==> src/rtl/core/csvti_pkg.sv <==
// Package for the CSV column type inference unit: word types, type codes,
// character constants and the per-field classifier functions.
// No dependencies.
package csvti_pkg;

    localparam int CNT_W = 9;

    // field / column type codes
    localparam logic [1:0] TYPE_EMPTY  = 2'd0;
    localparam logic [1:0] TYPE_INT    = 2'd1;
    localparam logic [1:0] TYPE_FLOAT  = 2'd2;
    localparam logic [1:0] TYPE_STRING = 2'd3;

    // input operations
    localparam logic [1:0] OP_DATA  = 2'd0;
    localparam logic [1:0] OP_FLUSH = 2'd1;
    localparam logic [1:0] OP_QUERY = 2'd2;

    // result kinds
    localparam logic KIND_REPORT = 1'b0;
    localparam logic KIND_QUERY  = 1'b1;

    // configuration register indexes
    localparam logic [1:0] CFG_DELIMITER  = 2'd0;
    localparam logic [1:0] CFG_SCAN_LIMIT = 2'd1;

    localparam logic [7:0]  DELIMITER_RESET  = 8'd44;
    localparam logic [23:0] SCAN_LIMIT_RESET = 24'd25000;
    localparam logic [23:0] REC_MAX          = 24'hFFFFFF;

    localparam logic [7:0] CH_NUL   = 8'h00;
    localparam logic [7:0] CH_TAB   = 8'h09;
    localparam logic [7:0] CH_LF    = 8'h0A;
    localparam logic [7:0] CH_VT    = 8'h0B;
    localparam logic [7:0] CH_FF    = 8'h0C;
    localparam logic [7:0] CH_CR    = 8'h0D;
    localparam logic [7:0] CH_SP    = 8'h20;
    localparam logic [7:0] CH_QUOTE = 8'h22;
    localparam logic [7:0] CH_PLUS  = 8'h2B;
    localparam logic [7:0] CH_MINUS = 8'h2D;
    localparam logic [7:0] CH_DOT   = 8'h2E;
    localparam logic [7:0] CH_0     = 8'h30;
    localparam logic [7:0] CH_9     = 8'h39;
    localparam logic [7:0] CH_E_UP  = 8'h45;
    localparam logic [7:0] CH_E_LO  = 8'h65;

    typedef struct packed {
        logic [1:0] op;
        logic [7:0] ch;
        logic [7:0] column;
    } csvti_in_t;

    typedef struct packed {
        logic             kind;
        logic [7:0]       col_index;
        logic [1:0]       field_type;
        logic [1:0]       column_type;
        logic [CNT_W-1:0] column_count;
        logic             in_range;
    } csvti_out_t;

    typedef struct packed {
        logic [7:0]  delimiter;
        logic [23:0] scan_limit;
    } csvti_cfg_t;

    // one finished field or query leaving the parser
    typedef struct packed {
        logic             valid;
        logic             kind;
        logic [7:0]       col_index;
        logic [1:0]       field_type;
        logic [CNT_W-1:0] column_count;
        logic             in_range;
    } csvti_event_t;

    typedef struct packed {
        logic started;
        logic int_bad;
        logic digits;
        logic flt_bad;
        logic dot;
        logic expo;
        logic exp_open;   // just saw e/E, sign or digit must follow
        logic exp_need;   // saw exponent sign, digit must follow
    } csvti_flags_t;

    function automatic csvti_flags_t feed_fn(input csvti_flags_t flags, input logic [7:0] c);
        csvti_flags_t f;
        logic         dig;
        logic         sgn;
        logic         ws;
        logic         go;
        f   = flags;
        dig = c inside {[CH_0:CH_9]};
        sgn = (c == CH_PLUS) || (c == CH_MINUS);
        ws  = c inside {CH_TAB, CH_VT, CH_FF, CH_SP};
        go  = 1'b1;
        if (!f.started) begin
            if (ws) begin
                go = 1'b0;
            end else begin
                f.started = 1'b1;
                if (sgn) begin
                    go = 1'b0;
                end
            end
        end
        if (go) begin
            if (!dig) begin
                f.int_bad = 1'b1;
            end
            if (!f.flt_bad) begin
                if (f.exp_open) begin
                    f.exp_open = 1'b0;
                    if (sgn) begin
                        f.exp_need = 1'b1;
                    end else if (!dig) begin
                        f.flt_bad = 1'b1;
                    end
                end else if (f.exp_need) begin
                    f.exp_need = 1'b0;
                    if (!dig) begin
                        f.flt_bad = 1'b1;
                    end
                end else if (dig) begin
                    f.flt_bad = 1'b0;
                end else if (c == CH_DOT && !f.dot && !f.expo) begin
                    f.dot = 1'b1;
                end else if ((c == CH_E_LO || c == CH_E_UP) && !f.expo && f.digits) begin
                    f.expo     = 1'b1;
                    f.exp_open = 1'b1;
                end else begin
                    f.flt_bad = 1'b1;
                end
            end
            if (dig) begin
                f.digits = 1'b1;
            end
        end
        return f;
    endfunction

    function automatic logic [1:0] class_fn(input csvti_flags_t f);
        logic [1:0] t;
        if (!f.started) begin
            t = TYPE_EMPTY;
        end else if (!f.int_bad && f.digits) begin
            t = TYPE_INT;
        end else if (!f.flt_bad && !f.exp_open && !f.exp_need && f.digits
                     && (f.dot || f.expo)) begin
            t = TYPE_FLOAT;
        end else begin
            t = TYPE_STRING;
        end
        return t;
    endfunction

endpackage

==> src/rtl/core/csvti_parser.sv <==
// Byte-level record/field splitter with quoting and per-field classifier.
// Emits one event per query and per finished data field within the scan and column limits. Depends on csvti_pkg.
module csvti_parser #(
    parameter int MAX_COLS = 256,
    parameter int PW       = 9,
    parameter int AW       = 8
) (
    input  logic                 aclk,
    input  logic                 aresetn,
    input  logic                 accept,
    input  csvti_pkg::csvti_in_t in_word,
    input  csvti_pkg::csvti_cfg_t cfg,
    output csvti_pkg::csvti_event_t ev,
    output logic [AW-1:0]        ev_addr
);

    localparam int CW = (PW > 8) ? PW : 8;

    // line phase
    localparam logic [1:0] LP_START = 2'd0;
    localparam logic [1:0] LP_REC   = 2'd1;
    localparam logic [1:0] LP_DONE  = 2'd2;
    localparam logic [1:0] LP_CR    = 2'd3;
    // quote phase
    localparam logic [1:0] QP_START  = 2'd0;
    localparam logic [1:0] QP_PLAIN  = 2'd1;
    localparam logic [1:0] QP_QUOTED = 2'd2;
    localparam logic [1:0] QP_QSEEN  = 2'd3;

    logic [1:0]              lp_reg, lp_next;
    logic [1:0]              qp_reg, qp_next;
    csvti_pkg::csvti_flags_t flags_reg, flags_next;
    logic [PW-1:0]           pos_reg, pos_next;
    logic [PW-1:0]           cols_reg, cols_next;
    logic [23:0]             rec_reg, rec_next;
    logic                    hdr_reg, hdr_next;

    always_comb begin
        logic [7:0]    c;
        logic          begin_rec;
        logic          finish;
        logic          end_rec;
        logic          do_feed;
        logic          plain;
        logic          counts;
        logic [PW-1:0] pos_inc;
        logic [1:0]    qp_tmp;

        c         = in_word.ch;
        begin_rec = 1'b0;
        finish    = 1'b0;
        end_rec   = 1'b0;
        do_feed   = 1'b0;
        plain     = 1'b0;
        qp_tmp    = qp_reg;
        pos_inc   = pos_reg + PW'(1);

        lp_next    = lp_reg;
        qp_next    = qp_reg;
        flags_next = flags_reg;
        pos_next   = pos_reg;
        cols_next  = cols_reg;
        rec_next   = rec_reg;
        hdr_next   = hdr_reg;

        ev         = '0;
        ev_addr    = AW'(pos_reg);

        case (in_word.op)
            csvti_pkg::OP_DATA: begin
                case (lp_reg)
                    LP_DONE: begin
                        if (c == csvti_pkg::CH_LF) begin
                            lp_next = LP_START;
                        end
                    end
                    LP_CR: begin
                        begin_rec = 1'b1;
                        finish    = 1'b1;
                        end_rec   = 1'b1;
                        lp_next   = (c == csvti_pkg::CH_LF) ? LP_START : LP_DONE;
                    end
                    default: begin
                        if (lp_reg == LP_START && hdr_reg && c == csvti_pkg::CH_LF) begin
                            lp_next = LP_START;  // blank data line, not a record
                        end else if (lp_reg == LP_START && hdr_reg
                                     && c == csvti_pkg::CH_CR) begin
                            lp_next = LP_CR;
                        end else begin
                            if (lp_reg == LP_START) begin
                                begin_rec = 1'b1;
                                lp_next   = LP_REC;
                            end
                            if (c == csvti_pkg::CH_LF || c == csvti_pkg::CH_CR
                                || c == csvti_pkg::CH_NUL) begin
                                finish  = 1'b1;
                                end_rec = 1'b1;
                                lp_next = (c == csvti_pkg::CH_LF) ? LP_START : LP_DONE;
                            end else begin
                                case (qp_reg)
                                    QP_START: begin
                                        if (c == csvti_pkg::CH_QUOTE) begin
                                            qp_tmp = QP_QUOTED;
                                        end else begin
                                            qp_tmp = QP_PLAIN;
                                            plain  = 1'b1;
                                        end
                                    end
                                    QP_QSEEN: begin
                                        if (c == csvti_pkg::CH_QUOTE) begin
                                            do_feed = 1'b1;  // doubled quote is literal
                                            qp_tmp  = QP_QUOTED;
                                        end else begin
                                            qp_tmp = QP_PLAIN;
                                            plain  = 1'b1;
                                        end
                                    end
                                    QP_QUOTED: begin
                                        if (c == csvti_pkg::CH_QUOTE) begin
                                            qp_tmp = QP_QSEEN;
                                        end else begin
                                            do_feed = 1'b1;
                                        end
                                    end
                                    default: begin
                                        plain = 1'b1;
                                    end
                                endcase
                                qp_next = qp_tmp;
                                if (plain) begin
                                    if (c == cfg.delimiter) begin
                                        finish = 1'b1;
                                        if (pos_inc >= PW'(MAX_COLS)) begin
                                            end_rec = 1'b1;
                                            lp_next = LP_DONE;
                                        end
                                    end else begin
                                        do_feed = 1'b1;
                                    end
                                end
                            end
                        end
                    end
                endcase
            end
            csvti_pkg::OP_FLUSH: begin
                if (lp_reg == LP_REC) begin
                    finish = 1'b1;
                end
                end_rec = 1'b1;
                lp_next = LP_START;
            end
            csvti_pkg::OP_QUERY: begin
                ev.valid        = 1'b1;
                ev.kind         = csvti_pkg::KIND_QUERY;
                ev.col_index    = in_word.column;
                ev.field_type   = csvti_pkg::TYPE_EMPTY;
                ev.column_count = csvti_pkg::CNT_W'(cols_reg);
                ev.in_range     = (CW'(in_word.column) < CW'(cols_reg))
                                  && (CW'(in_word.column) < CW'(MAX_COLS));
                ev_addr         = AW'(in_word.column);
            end
            default: begin
                ev = '0;
            end
        endcase

        if (do_feed) begin
            flags_next = csvti_pkg::feed_fn(flags_reg, c);
        end

        if (begin_rec && hdr_reg && rec_reg < csvti_pkg::REC_MAX) begin
            rec_next = rec_reg + 24'd1;
        end
        counts = !hdr_reg || (rec_next <= cfg.scan_limit);

        if (finish) begin
            if (counts && pos_reg < PW'(MAX_COLS)) begin
                if (pos_inc > cols_reg) begin
                    cols_next = pos_inc;
                end
                if (hdr_reg) begin
                    ev.valid        = 1'b1;
                    ev.kind         = csvti_pkg::KIND_REPORT;
                    ev.col_index    = 8'(pos_reg);
                    ev.field_type   = csvti_pkg::class_fn(flags_reg);
                    ev.column_count = csvti_pkg::CNT_W'((pos_inc > cols_reg) ? pos_inc
                                                                              : cols_reg);
                    ev.in_range     = 1'b1;
                end
            end
            pos_next   = pos_inc;
            flags_next = '0;
            qp_next    = QP_START;
        end
        if (end_rec) begin
            pos_next   = '0;
            flags_next = '0;
            qp_next    = QP_START;
            hdr_next   = (in_word.op == csvti_pkg::OP_FLUSH) ? (hdr_reg || finish) : 1'b1;
        end
    end

    always_ff @(posedge aclk) begin
        if (!aresetn) begin
            lp_reg    <= LP_START;
            qp_reg    <= QP_START;
            flags_reg <= '0;
            pos_reg   <= '0;
            cols_reg  <= '0;
            rec_reg   <= '0;
            hdr_reg   <= 1'b0;
        end else if (accept) begin
            lp_reg    <= lp_next;
            qp_reg    <= qp_next;
            flags_reg <= flags_next;
            pos_reg   <= pos_next;
            cols_reg  <= cols_next;
            rec_reg   <= rec_next;
            hdr_reg   <= hdr_next;
        end
    end

endmodule

==> src/rtl/core/csv_column_type_inference_unit.sv <==
// Top level of the CSV column type inference unit: config registers, parser,
// per-column type store with read-modify-write, and output register.
// Depends on csvti_pkg and csvti_parser.

// Takes one word per cycle while s_ready is high (a CSV byte, a flush or a column query)
// and returns at most one word per input, through the stage 1 register and the output
// register: a report for each finished data field, or the answer to a query. Sustained
// rate is one word per clock while m_ready is high; the limit is the single
// read-modify-write port of the column type store, whose back-to-back hazards are
// covered by forwarding the last write. After reset the store is cleared one entry per
// cycle, with s_ready low until all entries are clear; configuration writes are taken
// meanwhile. Write the delimiter and scan limit only while no word is in flight.
module csv_column_type_inference_unit #(
    parameter int MAX_COLS = 256
) (
    input  logic                   aclk,
    input  logic                   aresetn,
    input  logic                   s_valid,
    output logic                   s_ready,
    input  csvti_pkg::csvti_in_t   s_data,
    output logic                   m_valid,
    input  logic                   m_ready,
    output csvti_pkg::csvti_out_t  m_data,
    input  logic                   cfg_valid,
    output logic                   cfg_ready,
    input  logic [1:0]             cfg_index,
    input  logic [23:0]            cfg_data
);

    localparam int PW = $clog2(MAX_COLS + 1);
    localparam int AW = (MAX_COLS > 1) ? $clog2(MAX_COLS) : 1;

    csvti_pkg::csvti_cfg_t   cfg_reg;
    csvti_pkg::csvti_event_t ev;
    logic [AW-1:0]           ev_addr;
    logic                    accept;

    // stage 1: event waiting for store data
    logic                    s1_valid_reg, s1_valid_next;
    csvti_pkg::csvti_event_t s1_ev_reg;
    logic [AW-1:0]           s1_addr_reg;
    logic                    s1_adv;

    logic [1:0]              mem [MAX_COLS];
    logic [1:0]              rd_data_reg;
    logic                    lw_valid_reg;
    logic [AW-1:0]           lw_addr_reg;
    logic [1:0]              lw_data_reg;

    logic                    clr_active_reg;
    logic [AW-1:0]           clr_cnt_reg;

    logic                    m_valid_reg, m_valid_next;
    csvti_pkg::csvti_out_t   m_data_reg;

    logic [1:0]              stored;
    logic [1:0]              widened;
    csvti_pkg::csvti_out_t   s1_result;
    logic                    wr_en;
    logic [AW-1:0]           wr_addr;
    logic [1:0]              wr_data;

    assign cfg_ready = 1'b1;
    assign s1_adv    = s1_valid_reg && (!m_valid_reg || m_ready);
    assign s_ready   = !clr_active_reg && (!s1_valid_reg || s1_adv);
    assign accept    = s_valid && s_ready;
    assign m_valid   = m_valid_reg;
    assign m_data    = m_data_reg;

    always_ff @(posedge aclk) begin
        if (!aresetn) begin
            cfg_reg.delimiter  <= csvti_pkg::DELIMITER_RESET;
            cfg_reg.scan_limit <= csvti_pkg::SCAN_LIMIT_RESET;
        end else if (cfg_valid) begin
            case (cfg_index)
                csvti_pkg::CFG_DELIMITER:  cfg_reg.delimiter  <= cfg_data[7:0];
                csvti_pkg::CFG_SCAN_LIMIT: cfg_reg.scan_limit <= cfg_data;
                default: ;
            endcase
        end
    end

    csvti_parser #(
        .MAX_COLS (MAX_COLS),
        .PW       (PW),
        .AW       (AW)
    ) u_parser (
        .aclk    (aclk),
        .aresetn (aresetn),
        .accept  (accept),
        .in_word (s_data),
        .cfg     (cfg_reg),
        .ev      (ev),
        .ev_addr (ev_addr)
    );

    // store read-modify-write, with the most recent write forwarded
    always_comb begin
        stored  = (lw_valid_reg && lw_addr_reg == s1_addr_reg) ? lw_data_reg : rd_data_reg;
        widened = (s1_ev_reg.field_type > stored) ? s1_ev_reg.field_type : stored;

        s1_result.kind         = s1_ev_reg.kind;
        s1_result.col_index    = s1_ev_reg.col_index;
        s1_result.field_type   = s1_ev_reg.field_type;
        s1_result.column_count = s1_ev_reg.column_count;
        s1_result.in_range     = s1_ev_reg.in_range;
        if (s1_ev_reg.kind == csvti_pkg::KIND_REPORT) begin
            s1_result.column_type = widened;
        end else if (!s1_ev_reg.in_range) begin
            s1_result.column_type = csvti_pkg::TYPE_EMPTY;
        end else if (stored == csvti_pkg::TYPE_EMPTY) begin
            s1_result.column_type = csvti_pkg::TYPE_STRING;
        end else begin
            s1_result.column_type = stored;
        end

        if (clr_active_reg) begin
            wr_en   = 1'b1;
            wr_addr = clr_cnt_reg;
            wr_data = csvti_pkg::TYPE_EMPTY;
        end else begin
            wr_en   = s1_adv && s1_ev_reg.kind == csvti_pkg::KIND_REPORT;
            wr_addr = s1_addr_reg;
            wr_data = widened;
        end
    end

    always_ff @(posedge aclk) begin
        if (wr_en) begin
            mem[wr_addr] <= wr_data;
        end
    end

    always_ff @(posedge aclk) begin
        if (accept) begin
            rd_data_reg <= mem[ev_addr];
        end
    end

    always_ff @(posedge aclk) begin
        if (!aresetn) begin
            lw_valid_reg <= 1'b0;
        end else if (wr_en && !clr_active_reg) begin
            lw_valid_reg <= 1'b1;
        end
    end

    always_ff @(posedge aclk) begin
        if (wr_en && !clr_active_reg) begin
            lw_addr_reg <= wr_addr;
            lw_data_reg <= wr_data;
        end
    end

    always_ff @(posedge aclk) begin
        if (!aresetn) begin
            clr_active_reg <= 1'b1;
            clr_cnt_reg    <= '0;
        end else if (clr_active_reg) begin
            clr_cnt_reg <= clr_cnt_reg + AW'(1);
            if (clr_cnt_reg == AW'(MAX_COLS - 1)) begin
                clr_active_reg <= 1'b0;
            end
        end
    end

    always_comb begin
        if (accept) begin
            s1_valid_next = ev.valid;
        end else if (s1_adv) begin
            s1_valid_next = 1'b0;
        end else begin
            s1_valid_next = s1_valid_reg;
        end
        if (s1_adv) begin
            m_valid_next = 1'b1;
        end else if (m_ready) begin
            m_valid_next = 1'b0;
        end else begin
            m_valid_next = m_valid_reg;
        end
    end

    always_ff @(posedge aclk) begin
        if (!aresetn) begin
            s1_valid_reg <= 1'b0;
            m_valid_reg  <= 1'b0;
        end else begin
            s1_valid_reg <= s1_valid_next;
            m_valid_reg  <= m_valid_next;
        end
    end

    always_ff @(posedge aclk) begin
        if (accept) begin
            s1_ev_reg   <= ev;
            s1_addr_reg <= ev_addr;
        end
        if (s1_adv) begin
            m_data_reg <= s1_result;
        end
    end

`ifndef SYNTH
    a_no_accept_while_clearing: assert property (@(posedge aclk) disable iff (!aresetn)
        clr_active_reg |-> !s_ready)
        else $error("word accepted during store clearing");

    a_s1_held_on_stall: assert property (@(posedge aclk) disable iff (!aresetn)
        (s1_valid_reg && !s1_adv) |=> (s1_valid_reg && $stable(s1_addr_reg)))
        else $error("pending word lost while output stalled");

    a_query_out_of_range: assert property (@(posedge aclk) disable iff (!aresetn)
        (m_valid && m_data.kind == csvti_pkg::KIND_QUERY && !m_data.in_range)
        |-> (m_data.column_type == csvti_pkg::TYPE_EMPTY))
        else $error("out-of-range query returned a type");

    a_report_widens: assert property (@(posedge aclk) disable iff (!aresetn)
        (m_valid && m_data.kind == csvti_pkg::KIND_REPORT)
        |-> (m_data.in_range && m_data.column_type >= m_data.field_type))
        else $error("report column type narrower than field type");

    a_no_store_write_in_idle: assert property (@(posedge aclk) disable iff (!aresetn)
        (!clr_active_reg && wr_en) |-> s1_adv)
        else $error("type store written without a word leaving stage 1");
`endif

endmodule

==> config.mk <==
export PLATFORM = sky130hd
export DESIGN_NAME = csv_column_type_inference_unit
export DESIGN_NICKNAME = d
export VERILOG_FILES = /design/src/rtl/core/csvti_pkg.sv /design/src/rtl/core/csvti_parser.sv /design/src/rtl/core/csv_column_type_inference_unit.sv
export SDC_FILE = /design/constraint.sdc
export NUM_CORES = 1
export LEC_CHECK = 0
export BUFFER_PORTS_ARGS = -buffer_cell sky130_fd_sc_hd__buf_2
export CAP_MARGIN = 20
export CORE_MARGIN = 2
export CORE_UTILIZATION = 50
export CTS_CLUSTER_SIZE = 24
export DETAILED_ROUTE_END_ITERATION = 8
export PLACE_DENSITY = 0.78
export SLEW_MARGIN = 15
export SYNTH_ARGS = -nofsm -noshare
export SYNTH_HDL_FRONTEND = slang
export SYNTH_SLANG_ARGS = --single-unit
==> constraint.sdc <==
create_clock -name aclk -period 11.6 [get_ports aclk]
set_input_delay 2.32 -clock aclk [delete_from_list [all_inputs] [get_ports aclk]]
set_output_delay 2.32 -clock aclk [all_outputs]
set_load 0.02 [all_outputs]
Word level (Yosys, flattened, before mapping)
Memory sizes are Yosys's and may differ from the RTL's. A register that Yosys moved wholly into a read port is not among the register bits.
Cells that the tools add are included.
{ "word_totals": {"regBits": 161, "latchBits": 0, "ramBits": 512, "mem_bits_ro": 0, "inputBits": 49, "output_inout_bits": 26, "elab_cells": 275, "mem_count": 1} }
{ "classes": {"n_addsub": 3, "multipliers": 0, "div_mod_pow": 0, "magnitude_cmp": 9, "n_eq_ne": 35, "shift": 0, "muxes": 115, "bitwise_logic": 1, "n_reduce_logical": 76} }
{ "mem_list": {"columns": ["memory", "words", "width", "rd", "rd_clocked_by_memory_dff", "write_ports", "line", "text"], "rows": [
  ["mem", 256, 2, 1, 1, 1, "csv_column_type_inference_unit.sv:44", "logic [1:0] mem [MAX_COLS];"]
]} }
{ "ops": {"columns": ["operator", "n"], "rows": [
  ["22-bit 2-to-1 mux", 4],
  ["2-bit 2-to-1 mux", 30],
  ["1-bit 2-to-1 mux", 58],
  ["8-bit by 4-bit == test with 1-bit output (second input constant)", 5],
  ["8-bit by 6-bit == test with 1-bit output (second input constant)", 5],
  ["8-bit 2-to-1 mux", 5],
  ["9-bit 2-to-1 mux", 3],
  ["24-bit by 1-bit adder with 24-bit output (second input constant)", 1],
  ["24-bit less-or-equal comparator", 1],
  ["24-bit less-than comparator (second input constant)", 1],
  ["24-bit 2-to-1 mux", 1],
  ["1-bit logical AND", 22],
  ["3-bit != test (second input constant)", 6],
  ["3-bit nonzero test", 6],
  ["8-bit by 7-bit == test with 1-bit output (second input constant)", 2],
  ["8-bit == test", 2],
  ["8-bit AND reduction", 2],
  ["1-bit case mux with 2 select lines", 7],
  ["2-bit case mux with 2 select lines", 3],
  ["4-bit AND reduction", 3],
  ["2-bit == test (second input constant)", 5],
  ["1-bit zero test", 10],
  ["2-bit zero test", 5],
  ["2-bit AND reduction", 5],
  ["other kinds (27)", 47]
]} }

Longest topological paths before layout
Gate-level depths: netlist of the first run.
{ "depth": {"word_depth": 19, "depth_mapped": 21, "mapped_depth_nobuf": 18} }

Hierarchy
From an unflattened synthesis of the first run, not the netlist that was laid out.
{ "unflattened": {"cells_unflattened": 2235, "area_unflattened_um2": 30093.9} }
{ "by_module_without_submodules": {"columns": ["module", "instances", "cells_per_inst", "area_each_um2", "seq_area_each_um2"], "rows": [
  ["csv_column_type_inference_unit", 1, 1579, 25142.9, 18177.4],
  ["csvti_parser", 1, 656, 4951.0, 1101.1]
]} }

Least setup slack after synthesis of the first run
OpenSTA, ideal clock, no wires.
{ "synth_timing": {"path_type": "register -> register", "startpoint": "register lw_addr_reg[3]", "endpoint": "register lw_data_reg[0], data pin", "setup_time_ns": 1.393, "arrival_time_ns": 8.095, "path_slack_ns": 2.112, "stages_incl_launch_ff": 11, "path_buffers": 0, "period_less_slack_ns": 9.488, "cell_sequence": "edfxtp_1 xor2_1 nor4_1 nand3_1 nor4_1 mux2_2 ha_1 inv_1 o22ai_1 mux2i_1 nor2_1"} }
{ "synth_via": {"elab_chain_len": 6} }
{ "synth_rtl": {"columns": ["item", "line", "text"], "rows": [
  ["from (decl)", "csv_column_type_inference_unit.sv:47", "logic [AW-1:0] lw_addr_reg;"],
  ["from (signal assigned)", "csv_column_type_inference_unit.sv:150", "lw_addr_reg <= wr_addr;"],
  ["8-bit == test (*)", "csv_column_type_inference_unit.sv:99", "stored = (lw_valid_reg && lw_addr_reg == s1_addr_reg) ? lw_data_reg : rd_data_reg;"],
  ["1-bit logical AND (*)", "csv_column_type_inference_unit.sv:99", null],
  ["2-bit 2-to-1 mux (*)", "csv_column_type_inference_unit.sv:99", null],
  ["2-bit > comparator", "csv_column_type_inference_unit.sv:100", "widened = (s1_ev_reg.field_type > stored) ? s1_ev_reg.field_type : stored;"],
  ["2-bit 2-to-1 mux (*)", "csv_column_type_inference_unit.sv:100", null],
  ["2-bit 2-to-1 mux (*)", "csv_column_type_inference_unit.sv:117", "if (clr_active_reg) begin"],
  ["named net wr_data[0]", "csv_column_type_inference_unit.sv:61", "logic [1:0] wr_data;"],
  ["to (signal assigned)", "csv_column_type_inference_unit.sv:151", "lw_data_reg <= wr_data;"],
  ["to (decl)", "csv_column_type_inference_unit.sv:48", "logic [1:0] lw_data_reg;"]
]} }
The timed path passes the listed nets; every way through them passes the cells marked *.
A chain may end at the register's enable or synchronous reset.

==> impl_metrics.ini, run 1 <==
[logic_synthesis]
synth_nets = 2560
synth-seq-cells = 675
avgSynthCellArea_sq_um = 12.2
muxShareOfSynthArea = 0.0548
yosysUniqueCellTypes = 84
synth-simple-area-share = 0.130
synth_edf_count = 576
syn_inst = 2462
synth_compound_area_frac = 0.103
synth_common_cells = edfxtp_1, nand2_1, nor2_1
synthTopCellsByArea = edfxtp_1, dfxtp_1, nand2_1
yosys.area_share.adder = 0.0204
synth_top_family_by_area = simple AND/OR/NAND/NOR gates
yosysWarnings = 0
synth_xor_area_frac = 0.0207
yosysMostFrequentCell = edfxtp_1
ys_seq_area_frac = 0.642
ys.flop_type = edfxtp_1
async_flop_share = 0
netlist.top_cell.by_area = edfxtp_1
syn_area_sq_um = 30000
synth_top_area_frac = 0.576

[timing]
setup_viol = 0
setup_tns_ps = 0
fmax_ghz = 0.140
hold_viol = 0
fin_crit_ps = 7140
worst_pin_slew_ps = 1200
rsz0062_at_grt = no
slew_headroom = 0.199
final-max-slew-violation-count = 0
skew_ps = 41.8
final.setup.worst_slack_ps = 4460
fin_crit_sh = 0.615

[power_and_ir_drop]
switching_power_uw = 1100
sequentialPowerShare = 0.526
leakage_uw = 0.0118
p_int_uw = 3860
switching_share = 0.221
power_frac_comb = 0.039
p_total_uw = 4960
cellPowerDensity_nw_per_um2 = 148
ir_drop_mv = 0.0988
p_clk_frac = 0.436

[place]
hpwl_mm = 47.0
finalWeightedCongestion = 0.931
place_ws_ps = 3810
portBuffers = 73
dp_cells = 3201

[global_route]
grt_pass1_wl_mm = 118
grt.total_usage = 0.245
antenna_found_initial = 0
grt_overflow = 0
grt_pass1_vias = 20500
grt_max_degree = 258

[critical_path]
path_cells = buf_2 -> or3b_4 -> a211oi_1 -> o21ai_1 -> nand3_1 -> nor4_1 -> and3_1 -> nand3_1 -> xnor2_1 -> ha_1 -> nand4_1 -> nor2_1 -> nor4b_1 -> nand2_1 -> a21boi_0 -> nor2_1 -> and2_0 -> a22o_1
worst_path_max_delay_cell = nor2_1
endpoint_kind = register
rrSetupSlack_ps = 6040
worstRegToRegCells = 16
arrival_ps = 7630
cpLargestDelayFamily = simple AND/OR/NAND/NOR gates
cp.depth = 18
crit_buf_inv = 1
regToRegEndpoint = s1_ev_reg[5]
cpPeakStageDelay_ps = 730
r2r-start = u_parser.lp_reg[1]
cp-start-kind = input port
crit_required_ps = 12090
critPathKind = input port to register
critPathMaxFanout = 12

[routing]
drt-total-wl_mm = 76.5
drt-wirelength-per-cell_microns = 23.0
drc_errors = 0
drt_iter0_drc = 2934
ant_nets = 0
via_per_inst = 6.24
first_pass_iters = 6
via_count = 20800

[min_path]
hold_path_class = register to register
min_to = m_data[8]
hp-start = s1_ev_reg[8]
holdPathStages = 0

[finish]
layout-drive-gt1-share = 0.113
instances_no_fill = 3329
syn_to_final_growth_pct = 11.2
nNetsFinal = 2599
n_antenna_cell = 0
largest_reg_flops = 512

[floorplanning]
die-area_sq_um = 62100
top_level_ports = 75
fp.dieW_microns = 249
initial_core_util = 0.507
std_cell_rows = 89
die_h_microns = 249
coreArea_sq_um = 59200

[clocking]
clk_path_buf_depth = 3
post_cts_buffers = 0
cts_sinks = 675
hold_buffers = 0
clkSlewWorstSetupHoldPaths_ps = 60
numCtsBuffers = 69
clk_latency_ps = 640
cts_tree = yes
cts_root_buf = clkbuf_16
post_cts_resized = 0
cts_htree_levels = 3

[run]
drv_cap = 0

[status]
outcome = completed
## cell families (layout without fill, tap and decap cells)
group	count (synthesis)	after routing
flip-flops	675	675
adder cells (fa/ha/maj)	49	49
XOR/XNOR	71	71
AND/OR/NAND/NOR	890	890
other	1	1
multiplexers	121	121
AO/OA/AOI/OAI	446	446
buffers and inverters	209	303
## cell usage in the layout, fill, tap and decap left out, drive strengths merged, types with 17 or more instances in the layout
cell,instances
a221oi,41
clkinv,33
and2,29
nand3,51
nand2,355
inv,66
buf,113
ha,49
dfxtp,99
xnor2,48
xor2,23
a21boi,27
a21oi,108
mux2i,83
o22ai,60
nor2,320
nand4,21
o21ai,63
clkbuf,84
mux4,34
edfxtp,576
nor3,17
a22o,20
a211oi,19
## metal layers
metal,track usage,routed length (microns),up-vias
met4,0.0935,2340,0
met2,0.397,36500,1256
met3,0.0429,8650,191
met5,0,0,-
met1,0.332,29000,10100
li1,-,-,9180
## area by class of cell
type / instances / area, sq um
clock inverter: 42 / 395
tap: 773 / 967
inverter: 64 / 240
clock buffer: 84 / 1800
multi-input combinational: 1578 / 9940
timing repair buffer: 113 / 773
fill: 4654 / 25800
sequential: 675 / 19300
## power by group through the flow
| stage | Combinational (uW) | Clock [uW] | Sequential, uW |
|---|---|---|---|
| 5_1_grt | 203 | 2280 | 2610 |
| 2_1_floorplan | 117 | 0 | 2660 |
| 3_5_place_dp | 186 | 0 | 2660 |
| 3_3_place_gp | 178 | 0 | 2660 |
| 6_report | 191 | 2160 | 2610 |
| 4_1_cts | 187 | 2180 | 2610 |
## metrics by stage
step	hold WS [ps]	utilization	cell area, sq um
2_1_floorplan	400	-	30000
3_3_place_gp	406	0.524	31100
3_5_place_dp	405	0.526	31200
4_1_cts	419	0.563	33400
5_1_grt	425	0.564	33400
6_report	419	0.564	33400
## how the worst max path moves through the flow
| stage | startpoint | endpoint | slack (ps) |
|---|---|---|---|
| floorplan | lw_addr_reg[3] | lw_data_reg[0] | 2110 |
| global placement | s_data[9] | s1_ev_reg[5] | 4060 |
| detailed placement | s_data[9] | s1_ev_reg[5] | 3810 |
| CTS | s_data[9] | s1_ev_reg[5] | 4470 |
| global route | s_data[9] | s1_ev_reg[8] | 3880 |
| finish | s_data[9] | s1_ev_reg[5] | 4460 |
## worst reg2reg max path, stage by stage, from the launching register on
cell	delay, ps
dfxtp_1	400
or2_2	330
o21ai_1	170
nand3_1	170
nor4_1	570
and3_1	550
nand3_1	150
xnor2_1	160
ha_1	320
nand4_1	90
nor2_1	210
nor4b_1	390
nand2_1	210
a21boi_0	250
nor2_1	730
and2_0	490
a22o_1	220
No activity file was read; power rests on OpenSTA's default activity.
==> run 2: changes to the inputs <==
--- a/config.mk
+++ b/config.mk
@@ -5,13 +5,14 @@
 export SDC_FILE = /design/constraint.sdc
 export NUM_CORES = 1
 export LEC_CHECK = 0
+export ABC_AREA = 1
 export BUFFER_PORTS_ARGS = -buffer_cell sky130_fd_sc_hd__buf_2
 export CAP_MARGIN = 20
 export CORE_MARGIN = 2
 export CORE_UTILIZATION = 50
 export CTS_CLUSTER_SIZE = 24
 export DETAILED_ROUTE_END_ITERATION = 8
-export PLACE_DENSITY = 0.78
+export PLACE_DENSITY = 0.81
 export SLEW_MARGIN = 15
 export SYNTH_ARGS = -nofsm -noshare
 export SYNTH_HDL_FRONTEND = slang
==> constraint.sdc (replaced) <==
create_clock -name aclk -period 5.7 [get_ports aclk]
set_input_delay 1.14 -clock aclk [delete_from_list [all_inputs] [get_ports aclk]]
set_output_delay 1.14 -clock aclk [all_outputs]
set_load 0.02 [all_outputs]
==> impl_metrics.ini, run 2 <==
[status]
outcome = completed

[clocking]
cts_htree_levels = 3
post_cts_resized = 0
clk_path_buf_depth = 3
clk_latency_ps = 640
cts_root_buf = clkbuf_16
numCtsBuffers = 70
clkSlewWorstSetupHoldPaths_ps = 60
hold_buffers = 0
cts_sinks = 675
cts_tree = yes
post_cts_buffers = 0

[logic_synthesis]
ys.flop_type = edfxtp_1
yosys.area_share.adder = 0.0191
yosysUniqueCellTypes = 48
syn_area_sq_um = 32000
ys_seq_area_frac = 0.602
netlist.top_cell.by_area = edfxtp_1
yosysWarnings = 0
synth_top_family_by_area = simple AND/OR/NAND/NOR gates
synth_xor_area_frac = 0.00820
synth_common_cells = nand2_1, edfxtp_1, inv_1
synthTopCellsByArea = edfxtp_1, nand2_1, nand3_1
yosysMostFrequentCell = nand2_1
synth-seq-cells = 675
synth_compound_area_frac = 0.0578
async_flop_share = 0
avgSynthCellArea_sq_um = 9.17
synth-simple-area-share = 0.223
synth_nets = 3590
muxShareOfSynthArea = 0.000312
syn_inst = 3492
synth_top_area_frac = 0.540
synth_edf_count = 576

[timing]
skew_ps = 29.6
slew_headroom = 0.194
setup_tns_ps = 0
fin_crit_ps = 4190
setup_viol = 0
fmax_ghz = 0.239
hold_viol = 0
fin_crit_sh = 0.735
rsz0062_at_grt = no
final-max-slew-violation-count = 0
worst_pin_slew_ps = 1210

[power_and_ir_drop]
leakage_uw = 0.0142
switching_power_uw = 2330
ir_drop_mv = 0.217
p_int_uw = 8110
cellPowerDensity_nw_per_um2 = 294
power_frac_comb = 0.046
switching_share = 0.224
sequentialPowerShare = 0.508
p_clk_frac = 0.446

[critical_path]
cp-start-kind = input port
endpoint_kind = register
critPathMaxFanout = 27
crit_required_ps = 6060
critPathKind = input port to register
arrival_ps = 4550

[floorplanning]
std_cell_rows = 92
coreArea_sq_um = 63200
die-area_sq_um = 66100
top_level_ports = 75
die_h_microns = 257
fp.dieW_microns = 257
initial_core_util = 0.507

[global_route]
grt_pass1_vias = 23300
antenna_found_initial = 0
grt_overflow = 0
grt_pass1_wl_mm = 122
grt_max_degree = 258
grt.total_usage = 0.233

[routing]
drt_iter0_drc = 2810
via_count = 24500
via_per_inst = 5.54
first_pass_iters = 8
drt-wirelength-per-cell_microns = 17.6
ant_nets = 0
drc_errors = 0
drt-total-wl_mm = 77.6
met2WireLength_mm = 36.8
dr.max_layer_used = met4
wl_met1_mm = 29.8
dr_wl_met3_mm = 8.02

[place]
finalWeightedCongestion = 0.955
hpwl_mm = 46.2
portBuffers = 73

[finish]
n_antenna_cell = 0
largest_reg_flops = 512
syn_to_final_growth_pct = 10.9
fillers = 5134
finalCoreUtilization = 0.562
layout_common_cells = nand2_1, edfxtp_1, inv_1
nNetsFinal = 3614
multi_input_area_sq_um = 9940
layout-drive-gt1-share = 0.0750
seqCellArea_sq_um = 19300
layout_commonest_cell = nand2_1

[min_path]
hold_path_class = register to register

[run]
drv_cap = 0
run 2: cells by family after synthesis:
family | after synthesis
simple gates | 1695
flops | 675
fa+ha+maj | 49
mux | 1
other cells | 1
buf+inv | 728
xor+xnor | 30
compound gates | 313
run 2: final timing paths:
kind | start | end | slack, ps | depth (start not counted)
worst max-delay path | s_data[12] | s1_ev_reg[6] | 1510 | 23
worst min-delay path | s1_ev_reg[8] | m_data[8] | 420 | 0
worst max register to register | u_parser.rec_reg[0] | s1_ev_reg[6] | 1540 | 23
worst min register to register | s1_ev_reg[8] | m_data[8] | 420 | 0
run 2: critical path, cell delays in order:
cell and delay (ps):
buf_2 120, inv_1 100, nand2_1 70, nor2_2 220
nand2_1 130, nand2_1 120, a21oi_2 100, nand2_2 220
inv_2 230, o21ai_0 340, inv_1 90, ha_1 300
nand2_1 60, nor2_1 120, inv_1 50, nor2_1 180
nand3_1 100, nand3_1 80, nand2_1 140, nand4_1 160
clkinv_1 240, nand2_1 120, o21ai_0 100
run 2: power by group through the flow:
stage	clock, uW	combinational (uW)	sequential (uW)
3_3_place_gp	0	458	5410
2_1_floorplan	0	313	5410
4_1_cts	4690	474	5310
6_report	4650	482	5310
3_5_place_dp	0	469	5410
5_1_grt	4870	526	5310
run 2: cell type report:
class	instances	share of cell area
Inverter	563	0.0596
Multi-Input combinational cell	2089	0.280
Timing Repair Buffer	117	0.0221
Sequential cell	675	0.543
Tap cell	846	0.0298
Clock inverter	45	0.0149
Clock buffer	82	0.0509
run 2: through the flow:
stage          hold WS [ps]  instances  setup WS (ps)  area [sq um]  total power (uW)
2_1_floorplan           400       3492           1160         32100              5720
3_3_place_gp            400       4290           1090         33200              5870
3_5_place_dp            405       4290            959         33200              5880
4_1_cts                 419       4417           1620         35500             10500
5_1_grt                 423       4417           1130         35500             10700
6_report                421       4417           1510         35500             10400
run 2: routing by layer:
metal / global-route usage / vias to the layer above
li1: - / 11500
met1: 0.297 / 11400
met2: 0.391 / 1291
met3: 0.0423 / 230
met4: 0.0979 / 0
met5: 0 / -
